File: config.mk
export PLATFORM = sky130hd
export DESIGN_NAME = ssh1_packet_deframer_top
export DESIGN_NICKNAME = d
export VERILOG_FILES = /design/src/rtl/ssh1d_pkg.sv /design/src/rtl/ssh1d_in_stage.sv /design/src/rtl/ssh1d_core.sv /design/src/rtl/ssh1_packet_deframer_top.sv
export VERILOG_INCLUDE_DIRS = /design/src /design/src/rtl
export SDC_FILE = /design/constraint.sdc
export NUM_CORES = 1
export LEC_CHECK = 0
export ABC_CLOCK_PERIOD_IN_PS = 8200
export BUFFER_PORTS_ARGS = -buffer_cell sky130_fd_sc_hd__buf_2
export CORE_MARGIN = 1.5
export CORE_UTILIZATION = 30
export CTS_CLUSTER_SIZE = 14
export DETAILED_ROUTE_END_ITERATION = 10
export GPL_ROUTABILITY_DRIVEN = 0
export GPL_TIMING_DRIVEN = 0
export PLACE_DENSITY = 0.56
export SETUP_SLACK_MARGIN = 0.1
export SYNTH_ARGS = -nofsm -noshare
export SYNTH_HDL_FRONTEND = slang
export SYNTH_SLANG_ARGS = --single-unit
File: constraint.sdc
create_clock -name clk -period 8.2 [get_ports clk]
set_input_delay 0.82 -clock clk [delete_from_list [all_inputs] [get_ports clk]]
set_output_delay 0.82 -clock clk [all_outputs]
set_load 0.01 [all_outputs]
File: src/rtl/assert_macros.svh
// Assertion macros used by the RTL top file.
`ifndef ASSERT_MACROS_SVH
`define ASSERT_MACROS_SVH

// Checks an implication that must hold in the same cycle.
`define ASSERT_SAME(label, clk, rst_n, a, c) \
    label: assert property (@(posedge clk) disable iff (!rst_n) (a) |-> (c)) \
        else $error("same-cycle assertion failed");

// Checks an implication that must hold in the next cycle.
`define ASSERT_NEXT(label, clk, rst_n, a, c) \
    label: assert property (@(posedge clk) disable iff (!rst_n) (a) |=> (c)) \
        else $error("next-cycle assertion failed");

`endif

File: src/rtl/ssh1d_pkg.sv
package ssh1d_pkg;

    localparam logic [31:0] CRC_POLY   = 32'hEDB88320;
    localparam int          MIN_LENGTH = 5;
    localparam int          PAD_ALIGN  = 8;

    typedef enum logic [2:0] {
        PH_LENGTH  = 3'd0,
        PH_PADDING = 3'd1,
        PH_TYPE    = 3'd2,
        PH_DATA    = 3'd3,
        PH_CRC     = 3'd4,
        PH_HALTED  = 3'd5
    } phase_t;

    typedef enum logic [1:0] {
        KIND_TYPE   = 2'd0,
        KIND_DATA   = 2'd1,
        KIND_STATUS = 2'd2
    } kind_t;

    typedef enum logic [1:0] {
        ST_OK      = 2'd0,
        ST_BAD_CRC = 2'd1,
        ST_BAD_LEN = 2'd2
    } status_t;

    typedef struct packed {
        logic [7:0] data;
        kind_t      kind;
        status_t    status;
        logic       last;
    } out_item_t;

    function automatic logic [31:0] crc32_byte(input logic [31:0] crc, input logic [7:0] b);
        logic [31:0] c;
        c = crc ^ {24'd0, b};
        for (int i = 0; i < 8; i++)
        begin
            c = c[0] ? ((c >> 1) ^ CRC_POLY) : (c >> 1);
        end
        return c;
    endfunction

endpackage

File: src/rtl/ssh1d_in_stage.sv
module ssh1d_in_stage (
    input  logic       clk,
    input  logic       rst_n,
    input  logic       in_valid,
    output logic       in_ready,
    input  logic [7:0] in_byte,
    input  logic       take,
    output logic       s_valid,
    output logic [7:0] s_byte
);

    logic       valid_reg;
    logic [7:0] byte_reg;

    assign in_ready = !valid_reg || take;
    assign s_valid  = valid_reg;
    assign s_byte   = byte_reg;

    always_ff @(posedge clk or negedge rst_n)
    begin
        if (!rst_n)
        begin
            valid_reg <= 1'b0;
        end
        else if (in_valid && in_ready)
        begin
            valid_reg <= 1'b1;
        end
        else if (take)
        begin
            valid_reg <= 1'b0;
        end
    end

    always_ff @(posedge clk)
    begin
        if (in_valid && in_ready)
        begin
            byte_reg <= in_byte;
        end
    end

endmodule

File: src/rtl/ssh1d_core.sv
module ssh1d_core #(
    parameter int MAX_LENGTH_LIMIT = 262144
) (
    input  logic                 clk,
    input  logic                 rst_n,
    input  logic                 wr_en,
    input  logic [18:0]          wr_data,
    input  logic                 s_valid,
    input  logic [7:0]           s_byte,
    output logic                 take,
    input  logic                 out_ready,
    output logic                 out_valid,
    output ssh1d_pkg::out_item_t out_item
);

    localparam logic [31:0] LIMIT_CAP = 32'(MAX_LENGTH_LIMIT);

    logic [18:0]          max_length_reg;
    ssh1d_pkg::phase_t    phase_reg, phase_next;
    logic [31:0]          len_reg, len_next;
    logic [18:0]          cnt_reg, cnt_next;
    logic [3:0]           pad_reg, pad_next;
    logic [31:0]          crc_reg, crc_next;
    logic [31:0]          rx_reg, rx_next;
    logic                 out_valid_reg;
    ssh1d_pkg::out_item_t item_reg, item_next;
    logic                 emit;
    logic [31:0]          limit;
    logic [31:0]          crc_upd;
    logic [31:0]          len_in;
    logic                 len_bad;

    assign take      = s_valid && (!out_valid_reg || out_ready);
    assign out_valid = out_valid_reg;
    assign out_item  = item_reg;

    assign limit   = ({13'd0, max_length_reg} > LIMIT_CAP) ? LIMIT_CAP : {13'd0, max_length_reg};
    assign crc_upd = ssh1d_pkg::crc32_byte(crc_reg, s_byte);
    assign len_in  = {len_reg[23:0], s_byte};
    assign len_bad = (len_in > limit) || (len_in < 32'(ssh1d_pkg::MIN_LENGTH));

    always_comb
    begin
        phase_next = phase_reg;
        len_next   = len_reg;
        cnt_next   = cnt_reg;
        pad_next   = pad_reg;
        crc_next   = crc_reg;
        rx_next    = rx_reg;
        case (phase_reg)
            ssh1d_pkg::PH_LENGTH:
            begin
                len_next = len_in;
                cnt_next = cnt_reg + 19'd1;
                if (cnt_reg == 19'd3)
                begin
                    cnt_next = '0;
                    if (len_bad)
                    begin
                        phase_next = ssh1d_pkg::PH_HALTED;
                    end
                    else
                    begin
                        pad_next   = 4'(ssh1d_pkg::PAD_ALIGN) - {1'b0, len_in[2:0]};
                        crc_next   = '0;
                        rx_next    = '0;
                        phase_next = ssh1d_pkg::PH_PADDING;
                    end
                end
            end
            ssh1d_pkg::PH_PADDING:
            begin
                crc_next = crc_upd;
                pad_next = pad_reg - 4'd1;
                if (pad_next == 4'd0)
                begin
                    phase_next = ssh1d_pkg::PH_TYPE;
                end
            end
            ssh1d_pkg::PH_TYPE:
            begin
                crc_next   = crc_upd;
                cnt_next   = len_reg[18:0] - 19'(ssh1d_pkg::MIN_LENGTH);
                phase_next = (cnt_next == '0) ? ssh1d_pkg::PH_CRC : ssh1d_pkg::PH_DATA;
            end
            ssh1d_pkg::PH_DATA:
            begin
                crc_next = crc_upd;
                cnt_next = cnt_reg - 19'd1;
                if (cnt_next == '0)
                begin
                    phase_next = ssh1d_pkg::PH_CRC;
                end
            end
            ssh1d_pkg::PH_CRC:
            begin
                rx_next  = {rx_reg[23:0], s_byte};
                cnt_next = cnt_reg + 19'd1;
                if (cnt_reg == 19'd3)
                begin
                    phase_next = ssh1d_pkg::PH_LENGTH;
                    len_next   = '0;
                    cnt_next   = '0;
                    pad_next   = '0;
                    crc_next   = '0;
                end
            end
            default:
            begin
                phase_next = phase_reg;
            end
        endcase
    end

    always_comb
    begin
        emit             = 1'b0;
        item_next.data   = 8'd0;
        item_next.kind   = ssh1d_pkg::KIND_STATUS;
        item_next.status = ssh1d_pkg::ST_OK;
        item_next.last   = 1'b0;
        case (phase_reg)
            ssh1d_pkg::PH_LENGTH:
            begin
                if (cnt_reg == 19'd3 && len_bad)
                begin
                    emit             = 1'b1;
                    item_next.status = ssh1d_pkg::ST_BAD_LEN;
                    item_next.last   = 1'b1;
                end
            end
            ssh1d_pkg::PH_TYPE:
            begin
                emit           = 1'b1;
                item_next.data = s_byte;
                item_next.kind = ssh1d_pkg::KIND_TYPE;
            end
            ssh1d_pkg::PH_DATA:
            begin
                emit           = 1'b1;
                item_next.data = s_byte;
                item_next.kind = ssh1d_pkg::KIND_DATA;
            end
            ssh1d_pkg::PH_CRC:
            begin
                if (cnt_reg == 19'd3)
                begin
                    emit             = 1'b1;
                    item_next.status = (crc_reg == rx_next) ? ssh1d_pkg::ST_OK
                                                            : ssh1d_pkg::ST_BAD_CRC;
                    item_next.last   = 1'b1;
                end
            end
            default:
            begin
                emit = 1'b0;
            end
        endcase
    end

    always_ff @(posedge clk or negedge rst_n)
    begin
        if (!rst_n)
        begin
            max_length_reg <= 19'd262144;
            phase_reg      <= ssh1d_pkg::PH_LENGTH;
            len_reg        <= '0;
            cnt_reg        <= '0;
            pad_reg        <= '0;
            crc_reg        <= '0;
            rx_reg         <= '0;
            out_valid_reg  <= 1'b0;
        end
        else
        begin
            if (wr_en)
            begin
                max_length_reg <= wr_data;
            end
            if (take)
            begin
                phase_reg     <= phase_next;
                len_reg       <= len_next;
                cnt_reg       <= cnt_next;
                pad_reg       <= pad_next;
                crc_reg       <= crc_next;
                rx_reg        <= rx_next;
                out_valid_reg <= emit;
            end
            else if (out_ready)
            begin
                out_valid_reg <= 1'b0;
            end
        end
    end

    always_ff @(posedge clk)
    begin
        if (take && emit)
        begin
            item_reg <= item_next;
        end
    end

endmodule

File: src/rtl/ssh1_packet_deframer_top.sv
// Deframes a plaintext SSH1 byte stream and checks each packet's CRC-32.
// A byte's result passes through the input register and then the result register.
// Throughput: one byte per cycle while the downstream side takes results; the input register
// accepts a new byte in the same cycle as the core takes the old one.
// Reset (asynchronous, active low) clears the pipeline, sets max_length to 262144 and
// waits for a length field; a bad length halts the block until the next reset.
`include "assert_macros.svh"

module ssh1_packet_deframer_top #(
    parameter int MAX_LENGTH_LIMIT = 262144
) (
    input  logic        clk,
    input  logic        rst_n,
    input  logic        wr_en,
    input  logic [18:0] wr_data,
    input  logic        in_valid,
    output logic        in_ready,
    input  logic [7:0]  in_byte,
    output logic        out_valid,
    input  logic        out_ready,
    output logic [7:0]  out_byte,
    output logic [1:0]  item_kind,
    output logic [1:0]  status,
    output logic        last
);

    logic                 s_valid;
    logic [7:0]           s_byte;
    logic                 take;
    ssh1d_pkg::out_item_t out_item;

    ssh1d_in_stage u_in_stage (
        .clk      (clk),
        .rst_n    (rst_n),
        .in_valid (in_valid),
        .in_ready (in_ready),
        .in_byte  (in_byte),
        .take     (take),
        .s_valid  (s_valid),
        .s_byte   (s_byte)
    );

    ssh1d_core #(
        .MAX_LENGTH_LIMIT (MAX_LENGTH_LIMIT)
    ) u_core (
        .clk       (clk),
        .rst_n     (rst_n),
        .wr_en     (wr_en),
        .wr_data   (wr_data),
        .s_valid   (s_valid),
        .s_byte    (s_byte),
        .take      (take),
        .out_ready (out_ready),
        .out_valid (out_valid),
        .out_item  (out_item)
    );

    assign out_byte  = out_item.data;
    assign item_kind = out_item.kind;
    assign status    = out_item.status;
    assign last      = out_item.last;

    // A status transaction is the only one that ends a packet.
    `ASSERT_SAME(a_last_on_status, clk, rst_n, out_valid,
        last == (item_kind == ssh1d_pkg::KIND_STATUS))
    // Nothing follows a bad length report.
    `ASSERT_NEXT(a_halt_after_bad_len, clk, rst_n,
        out_valid && out_ready && status == ssh1d_pkg::ST_BAD_LEN, !out_valid)
    // An empty result register never stalls the input side.
    `ASSERT_SAME(a_ready_when_empty, clk, rst_n, !out_valid, in_ready)

endmodule

==> Word-level counts from Yosys, hierarchy flattened <==
Index checks and enable logic that the tools add are counted.
{ "totals": {"output_inout_bits": 15, "in_bits": 32, "ff_bits": 156, "wordCells": 112} }
{ "op_classes": {"n_bitwise": 9, "n_addsub": 5, "order_cmp": 3, "n_reduce_logical": 28, "n_mux": 42, "n_eq_ne": 11} }
{ "ops": {"columns": ["op", "count"], "rows": [
  ["$mux 32", 13],
  ["$not 13->14", 8],
  ["$pmux 32 s3", 1],
  ["$pmux 32 s2", 1],
  ["$pmux 19 s3", 1],
  ["$pmux 24 s2", 1],
  ["$logic_not 19->1", 2],
  ["$mux 19", 2],
  ["$eq 32x32->1", 1],
  ["$gt 32x19->1", 1],
  ["$lt 32x3->1 const B", 1],
  ["$xor 32x8->32", 1],
  ["$mux 3", 8],
  ["$pmux 10 s2", 1],
  ["$add 19x1->19 const B", 1],
  ["$eq 19x2->1 const B", 1],
  ["$gt 19x19->1 const B", 1],
  ["$sub 19x1->19 const B", 1],
  ["$sub 19x3->19 const B", 1],
  ["$pmux 3 s5", 1],
  ["$mux 4", 3],
  ["$pmux 4 s3", 1],
  ["$reduce_and 5->1", 2],
  ["$reduce_bool 3->1", 3],
  ["other kinds (22)", 41]
]} }

==> Longest topological paths before layout <==
Gate-level depths: netlist of the first run.
{ "logic_depth": {"word_depth": 18, "mapped_depth": 14, "mapped_depth_nobuf": 13} }

==> Hierarchy <==
A second synthesis of the first run with hierarchy kept.
{ "unflattened": {"hier_cells": 1092, "hier_area_um2": 10189.8} }
{ "modules_own_cells": {"columns": ["mod", "cells_per_inst", "n_inst", "area_each_um2", "seq_area_each_um2"], "rows": [
  ["ssh1d_core", 1080, 1, 9895.7, 3744.8],
  ["ssh1d_in_stage", 12, 1, 294.0, 265.3]
]} }

==> Worst setup path before layout of the first run <==
No wires, ideal clock.
{ "synth_path": {"path_type": "reg2reg", "from": "register u_core.max_length_reg[0]", "to": "register u_core.item_reg, in the netlist u_core.out_item[1], data pin", "t_required_ns": 7.923, "path_stages_with_launch": 14, "t_arrival_ns": 3.991, "path_buffers": 1, "setup_slack_ns": 3.932, "path_cell_list": "dfrtp_1 or4_1 o41ai_1 nand2_1 ha_1 a21oi_1 o21ai_0 a21o_1 o31ai_1 clkbuf_1 a41o_1 a21oi_1 a2111oi_2 a41oi_1"} }
{ "synth_lines": {"columns": ["item", "line_no", "text"], "rows": [
  ["start, declared", "ssh1d_core.sv:18", "logic [18:0] max_length_reg;"],
  ["start signal, assigned", "ssh1d_core.sv:178", "max_length_reg <= wr_data;"],
  ["end signal, assigned", "ssh1d_core.sv:201", "item_reg <= item_next;"],
  ["end, declared", "ssh1d_core.sv:26", "ssh1d_pkg::out_item_t item_reg, item_next;"]
]} }

==> results of run 1 <==
[through the flow]
stage	util [%]	power (W)
after floorplan	-	0.001158
after global routing	34.81	0.002162
final	34.81	0.002069
after CTS	34.79	0.002082
after global placement	32.93	0.001266
after detailed placement	33.03	0.001271
[how the worst max path moves through the flow]
| stage | startpoint | to | slack (ps) | cells after the start |
|---|---|---|---|---|
| floorplan | u_core.max_length_reg[0]$_DFFE_PN0P_ | u_core.out_item[1]$_DFFE_PP_ | 3930 | 13 |
| global placement | u_core.max_length_reg[0]$_DFFE_PN0P_ | u_core.out_item[1]$_DFFE_PP_ | 2490 | 13 |
| detailed placement | u_core.max_length_reg[13]$_DFFE_PN0P_ | u_core.out_item[1]$_DFFE_PP_ | 2510 | 14 |
| CTS | u_core.max_length_reg[0]$_DFFE_PN0P_ | u_core.out_item[1]$_DFFE_PP_ | 2460 | 13 |
| global route | u_core.max_length_reg[14]$_DFFE_PN0P_ | u_core.out_item[1]$_DFFE_PP_ | 2570 | 14 |
| finish | u_core.max_length_reg[14]$_DFFE_PN0P_ | u_core.out_item[1]$_DFFE_PP_ | 2910 | 14 |
[routing by layer]
metal  up-vias  share of wire [%]  track usage, %
li1       4146                  -               -
met1      4251                 48           24.71
met2       252                 45           27.07
met3        43                5.2           2.807
met4         0                2.1           5.754
met5         -                  0               0
[cell usage after synthesis, types with 25 or more instances]
| library cell | count |
|---|---|
| dfrtp_1 | 134 |
| nand2_1 | 109 |
| xnor2_1 | 69 |
| o21ai_0 | 67 |
| nor3_1 | 53 |
| clkbuf_1 | 51 |
| nor2_1 | 50 |
| xor2_1 | 50 |
| a21oi_1 | 38 |
| a21o_1 | 36 |
| a22o_1 | 33 |
| mux2i_1 | 31 |
| ha_1 | 27 |
| a31oi_1 | 25 |
| inv_1 | 25 |
[power groups by stage]
stage	Sequential [W]	Clock (W)	Combinational (W)
6_report	0.000878	0.000807	0.000383
5_1_grt	0.000883	0.000852	0.000428
4_1_cts	0.000876	0.000822	0.000383
3_5_place_dp	0.000891	0	0.000380
3_3_place_gp	0.000890	0	0.000376
2_1_floorplan	0.000872	0	0.000287
[logic make-up (layout without fill, tap and decap cells)]
family	count (synthesis)	count (layout)	share of synthesized area (%)
compound gates	280	280	18.73
mux	53	53	5.427
xor+xnor	122	122	10.72
flops	156	156	39.00
buf+inv	99	177	3.991
simple gates	356	356	18.85
fa+ha+maj	27	27	3.285
[area by class of cell]
type / count / area, µm² / share of cell area, %
clock inverters: 15 / 165.2 / 1.411
inverters: 27 / 101.3 / 0.8660
well taps: 448 / 560.5 / 4.790
clock buffers: 17 / 425.4 / 3.635
flip-flops and latches: 156 / 4010 / 34.27
repair buffers: 46 / 259.0 / 2.213
plain buffers: 72 / 309.0 / 2.641
multi-input cells: 838 / 5872 / 50.18
==> results.tsv, run 1 <==
stage	metric	value	unit
cells_and_area	fillerInstances	3455	
drt	viasPerCell	5.369	
critical_path	cp_cell_sequence	nor4_1 -> nand3_1 -> o41ai_2 -> nand2_1 -> ha_1 -> a21oi_1 -> o21ai_0 -> a21o_1 -> o31ai_1 -> clkbuf_1 -> a41o_1 -> a21oi_1 -> a2111oi_2 -> a41oi_1	
cts	tritoncts	yes	
cells_and_area	fin_cells	1619	
synth	syn_avg_cell_area	9.407	µm²
sta	tns	0	ps
cells_and_area	layout_commonest_cell	dfrtp_1	
grt	antenna_found_initial	0	
drt	wl_per_cell	18.66	µm
cts	cts_root_buffer	clkbuf_16	
synth	synth_top_cell_by_area	dfrtp_1	
cts	worstSkewPairLatency	440	ps
sta	timing.final.crit_share	64.47	%
die	initial_utilization	30.59	%
sta	slew-limit-headroom	14.74	%
grt	grt_overflow	0	
die	die-area	35390	µm²
sta	slew_violations	0	
cts	cts_hold_buf	0	
critical_path	rr_endpoint	u_core.out_item[1]$_DFFE_PP_	
synth	ys_types	82	
drt	num_vias	8692	
pwr	p_seq_share	42.4	%
synth	yosys-top-cells-area	dfrtp_1 33%, edfxtp_1 6.1%, xnor2_1 5.9%	
pwr	leakage	4.959	nW
critical_path	cp_max_fo	10	
drt	drtIter0Drc	640	
cts	cts.htree.levels	4	
pwr	p_per_area	176.8	nW/µm²
critical_path	crit_path_end_kind	flip-flop	
run	drv_cap	0	
cts	clock_tree.buffer_depth	2	
synth	synth_nets	1152	
critical_path	path_class	flip-flop to flip-flop	
grt	grt.total_usage	17.47	%
drt	ant_nets	0	
cells_and_area	layout-drive-gt1-share	12.55	%
grt	grt_pass1_vias	8583	
pwr	p_comb_share	18.5	%
place	preCtsSetupSlack	2506	ps
pwr	netSwitchingFraction	30.80	%
cts	clk_pin_slew	70	ps
synth	netlist_instances	1093	
critical_path	cpMostUsedCell	a21oi_1	
drt	drt_first_pass_iters	5	
critical_path	path_buf_inv	1	
die	fp.dieH	188.1	µm
critical_path	crit_slowest_cell	o31ai_1	
grt	grt_max_degree	73	
sta	fin_skew	14.08	ps
cts	postCtsSetupRepairBufs	0	
synth	ys_seq_area_share	39.00	%
drt	drc	0	
die	boundaryPins	47	
cells_and_area	synthToLayoutAreaGrowth	13.81	%
critical_path	worstPathRequired	8330	ps
synth	netlist_area	10280	µm²
sta	hold_slack	389.0	ps
sta	rsz0062_at_grt	false	
sta	timing.fmax	0.1892	GHz
cts	ctsResizeCount	0	
place	dp_hpwl	22.28	mm
cts	clock_sinks	156	
grt	grt_pass1_wl	48.58	mm
critical_path	slowest_delay	990	ps
sta	setup_viol	0	
critical_path	worstReg2RegStart	u_core.max_length_reg[14]$_DFFE_PN0P_	
die	coreArea	33620	µm²
synth	async_flop_share	86.54	%
synth	synth-seq-cells	156	
synth	synth-edff-count	21	
run_status	status	finished, final reports clean	
critical_path	regToRegSetupSlack	2910	ps
sta	hold_violations	0	
critical_path	cp-start-kind	flip-flop	
sta	worstMarginPinSlew	1268	ps
place	io_buffers	45	
cells_and_area	nNetsFinal	1217	
critical_path	ff2ff_path_depth	14	
pwr	intPower	0.001432	W
sta	setup_ws	2914	ps
min_path	hp-class	input pin to asynchronous set/reset pin	
cells_and_area	diodes	0	
place	placedCellCount	1587	
pwr	clockPowerShare	39.0	%
cells_and_area	final_cell_mix	134 x dfrtp_1, 109 x nand2_1, 69 x xnor2_1	
die	rows	67	
critical_path	crit_arrival	5410	ps
drt	wl	30.21	mm
synth	yosys_warnings	0	
sta	finalCriticalPeriod	5286	ps
pwr	p_sw	0.0006373	W
cts	cts_buffers	17	
cells_and_area	postLayoutCellArea	11700	µm²
critical_path	crit_family	compound AO/OA/AOI/OAI gates	
place	post_dp_cell_area	11100	µm²
synth	yosysTopAreaCellShare	32.61	%
pwr	ir_worst_vdd	0.1199	mV
die	die_w	188.1	µm
synth	synth_ff_type	dfrtp_1	
No activity file was read; power rests on OpenSTA's default activity.
==> run 2: changes to the inputs <==
ABC_CLOCK_PERIOD_IN_PS = 5300   (was 8200)
clock period = 5.3 ns   (was 8.2 ns; I/O delays follow)
==> run 2 against run 1 <==
Net effect: final area is 0.20% higher; worst hold slack worse by 290 ps; final cell count stayed put; via count is 0.40% higher; total power is 55% higher; clock power is 55% higher; global-route usage hardly changed; flip-flop and latch count stayed put; clock skew is 1.9 ps lower; critical path type unchanged; critical endpoint unchanged; largest cell class unchanged; highest routed layer unchanged.
==> results.tsv, run 2 (synthesized netlist as in run 1, its figures left out) <==
stage	metric	value	unit
grt	grt_pass1_wl	48.62	mm
critical_path	crit_arrival	4980	ps
drt	drt_first_pass_iters	4	
die	rows	67	
drt	drtIter0Drc	644	
place	io_buffers	45	
sta	slew_violations	0	
min_path	hp-class	input pin to asynchronous set/reset pin	
cells_and_area	layout_commonest_cell	dfrtp_1	
die	fp.dieH	188.1	µm
place	preCtsSetupSlack	-394.0	ps
drt	wl_per_cell	18.65	µm
sta	hold_violations	0	
cts	clock_sinks	156	
drt	num_vias	8727	
sta	setup_viol	0	
grt	grt_overflow	0	
cts	cts_buffers	17	
place	dp_hpwl	22.28	mm
cts	cts_hold_buf	0	
cts	postCtsSetupRepairBufs	0	
cts	cts.htree.levels	4	
sta	rsz0062_at_grt	false	
pwr	leakage	4.962	nW
die	die_w	188.1	µm
cts	worstSkewPairLatency	440	ps
pwr	ir_worst_vdd	0.1870	mV
sta	slew-limit-headroom	21.57	%
grt	grt_max_degree	73	
critical_path	cp-start-kind	flip-flop	
cells_and_area	layout-drive-gt1-share	12.64	%
cts	tritoncts	yes	
critical_path	worstPathRequired	5430	ps
sta	fin_skew	12.14	ps
critical_path	crit_path_end_kind	flip-flop	
grt	antenna_found_initial	0	
sta	setup_ws	450.3	ps
cells_and_area	nNetsFinal	1217	
run	drv_cap	0	
die	initial_utilization	30.59	%
cells_and_area	final_cell_mix	134 x dfrtp_1, 109 x nand2_1, 69 x xnor2_1	
grt	grt_pass1_vias	8596	
cells_and_area	synthToLayoutAreaGrowth	14.04	%
cts	clk_pin_slew	70	ps
grt	grt.total_usage	17.49	%
critical_path	path_class	flip-flop to flip-flop	
cts	clock_tree.buffer_depth	2	
sta	finalCriticalPeriod	4850	ps
cts	cts_root_buffer	clkbuf_16	
pwr	p_per_area	273.2	nW/µm²
run_status	status	finished, final reports clean	
drt	ant_nets	0	
die	coreArea	33620	µm²
cells_and_area	diodes	0	
drt	drc	0	
die	die-area	35390	µm²
pwr	power	0.003203	W
sta	tns	0	ps
drt	viasPerCell	5.390	
critical_path	cp_max_fo	10	
drt	wl	30.20	mm
sta	timing.final.crit_share	91.50	%
sta	timing.fmax	0.2062	GHz
cells_and_area	utilization	34.88	%
sta	worstMarginPinSlew	1168	ps
die	boundaryPins	47	
## run 2: changes by cell type in the layout (fill, tap and decap cells not counted)
cell | previous run | this run
a211oi_2 | 1 | 0
a211oi_4 | 0 | 1
o41ai_2 | 1 | 0
o31ai_2 | 0 | 1
o31ai_1 | 11 | 10
o41ai_4 | 0 | 1
## run 2: area by class of cell
type / instances / area, µm²
Buffer: 72 / 309.0
Clock buffer: 17 / 425.4
Clock inverter: 15 / 165.2
Fill cell: 3457 / 21890
Inverter: 27 / 101.3
Multi-Input combinational cell: 838 / 5896
Sequential cell: 156 / 4010
Tap cell: 448 / 560.5
Timing Repair Buffer: 46 / 259.0
## run 2: routing by layer
layer / global-route usage (%) / part of all wire [%] / vias up
li1: - / - / 4150
met1: 24.71 / 48 / 4307
met2: 27.12 / 45 / 230
met3: 2.807 / 4.7 / 40
met4: 5.754 / 2.1 / 0
met5: 0 / 0 / -
## run 2: what timing repair did
action / 4_1_cts / 5_1_grt
gates cloned: 0 / 0
endpoints found under the setup margin: 68 / 24
gates resized for setup: 2 / 2
## run 2: final timing paths
kind | startpoint | cells past startpoint | endpoint | slack (ps)
max | u_core.max_length_reg[0]$_DFFE_PN0P_ | 13 | u_core.out_item[1]$_DFFE_PP_ | 450
min in group clk | in_byte[5] | 1 | u_in_stage.s_byte[5]$_DFFE_PP_ | 260
min reg2reg | u_core.len_reg[20]$_DFFE_PN0P_ | 2 | u_core.len_reg[20]$_DFFE_PN0P_ | 490
min | rst_n | 1 | u_core.rx_reg[22]$_DFFE_PN0P_ | 100
max in group asynchronous | rst_n | 2 | u_core.max_length_reg[18]$_DFFE_PN1P_ | 4380
max reg2reg | u_core.max_length_reg[0]$_DFFE_PN0P_ | 13 | u_core.out_item[1]$_DFFE_PP_ | 450
## run 2: report_power, final
part	internal [W]	switching (W)	leakage (nW)
Clock	0.000701	0.000547	0.278
Combinational	0.000242	0.000355	2.71
Sequential	0.00127	0.0000860	1.98
## run 2: stage by stage
step	instance area [µm²]	hold slack (ps)	std cells
finish	11730	99.49	1619
global route	11730	147.2	1619
CTS	11710	120.1	1619
detailed placement	11100	476.2	1587
global placement	11070	469.2	1586
floorplan	10280	234.4	1093
## run 2: critical path: stages (launching register included)
cell,delay [ps]
dfrtp_1,380
or4_1,580
o41ai_4,550
nand2_1,120
ha_1,290
nand4_1,180
nor4_1,510
nand2b_1,170
a211oi_4,500
buf_2,330
a41o_1,180
a21oi_1,60
a2111oi_2,420
a41oi_1,250
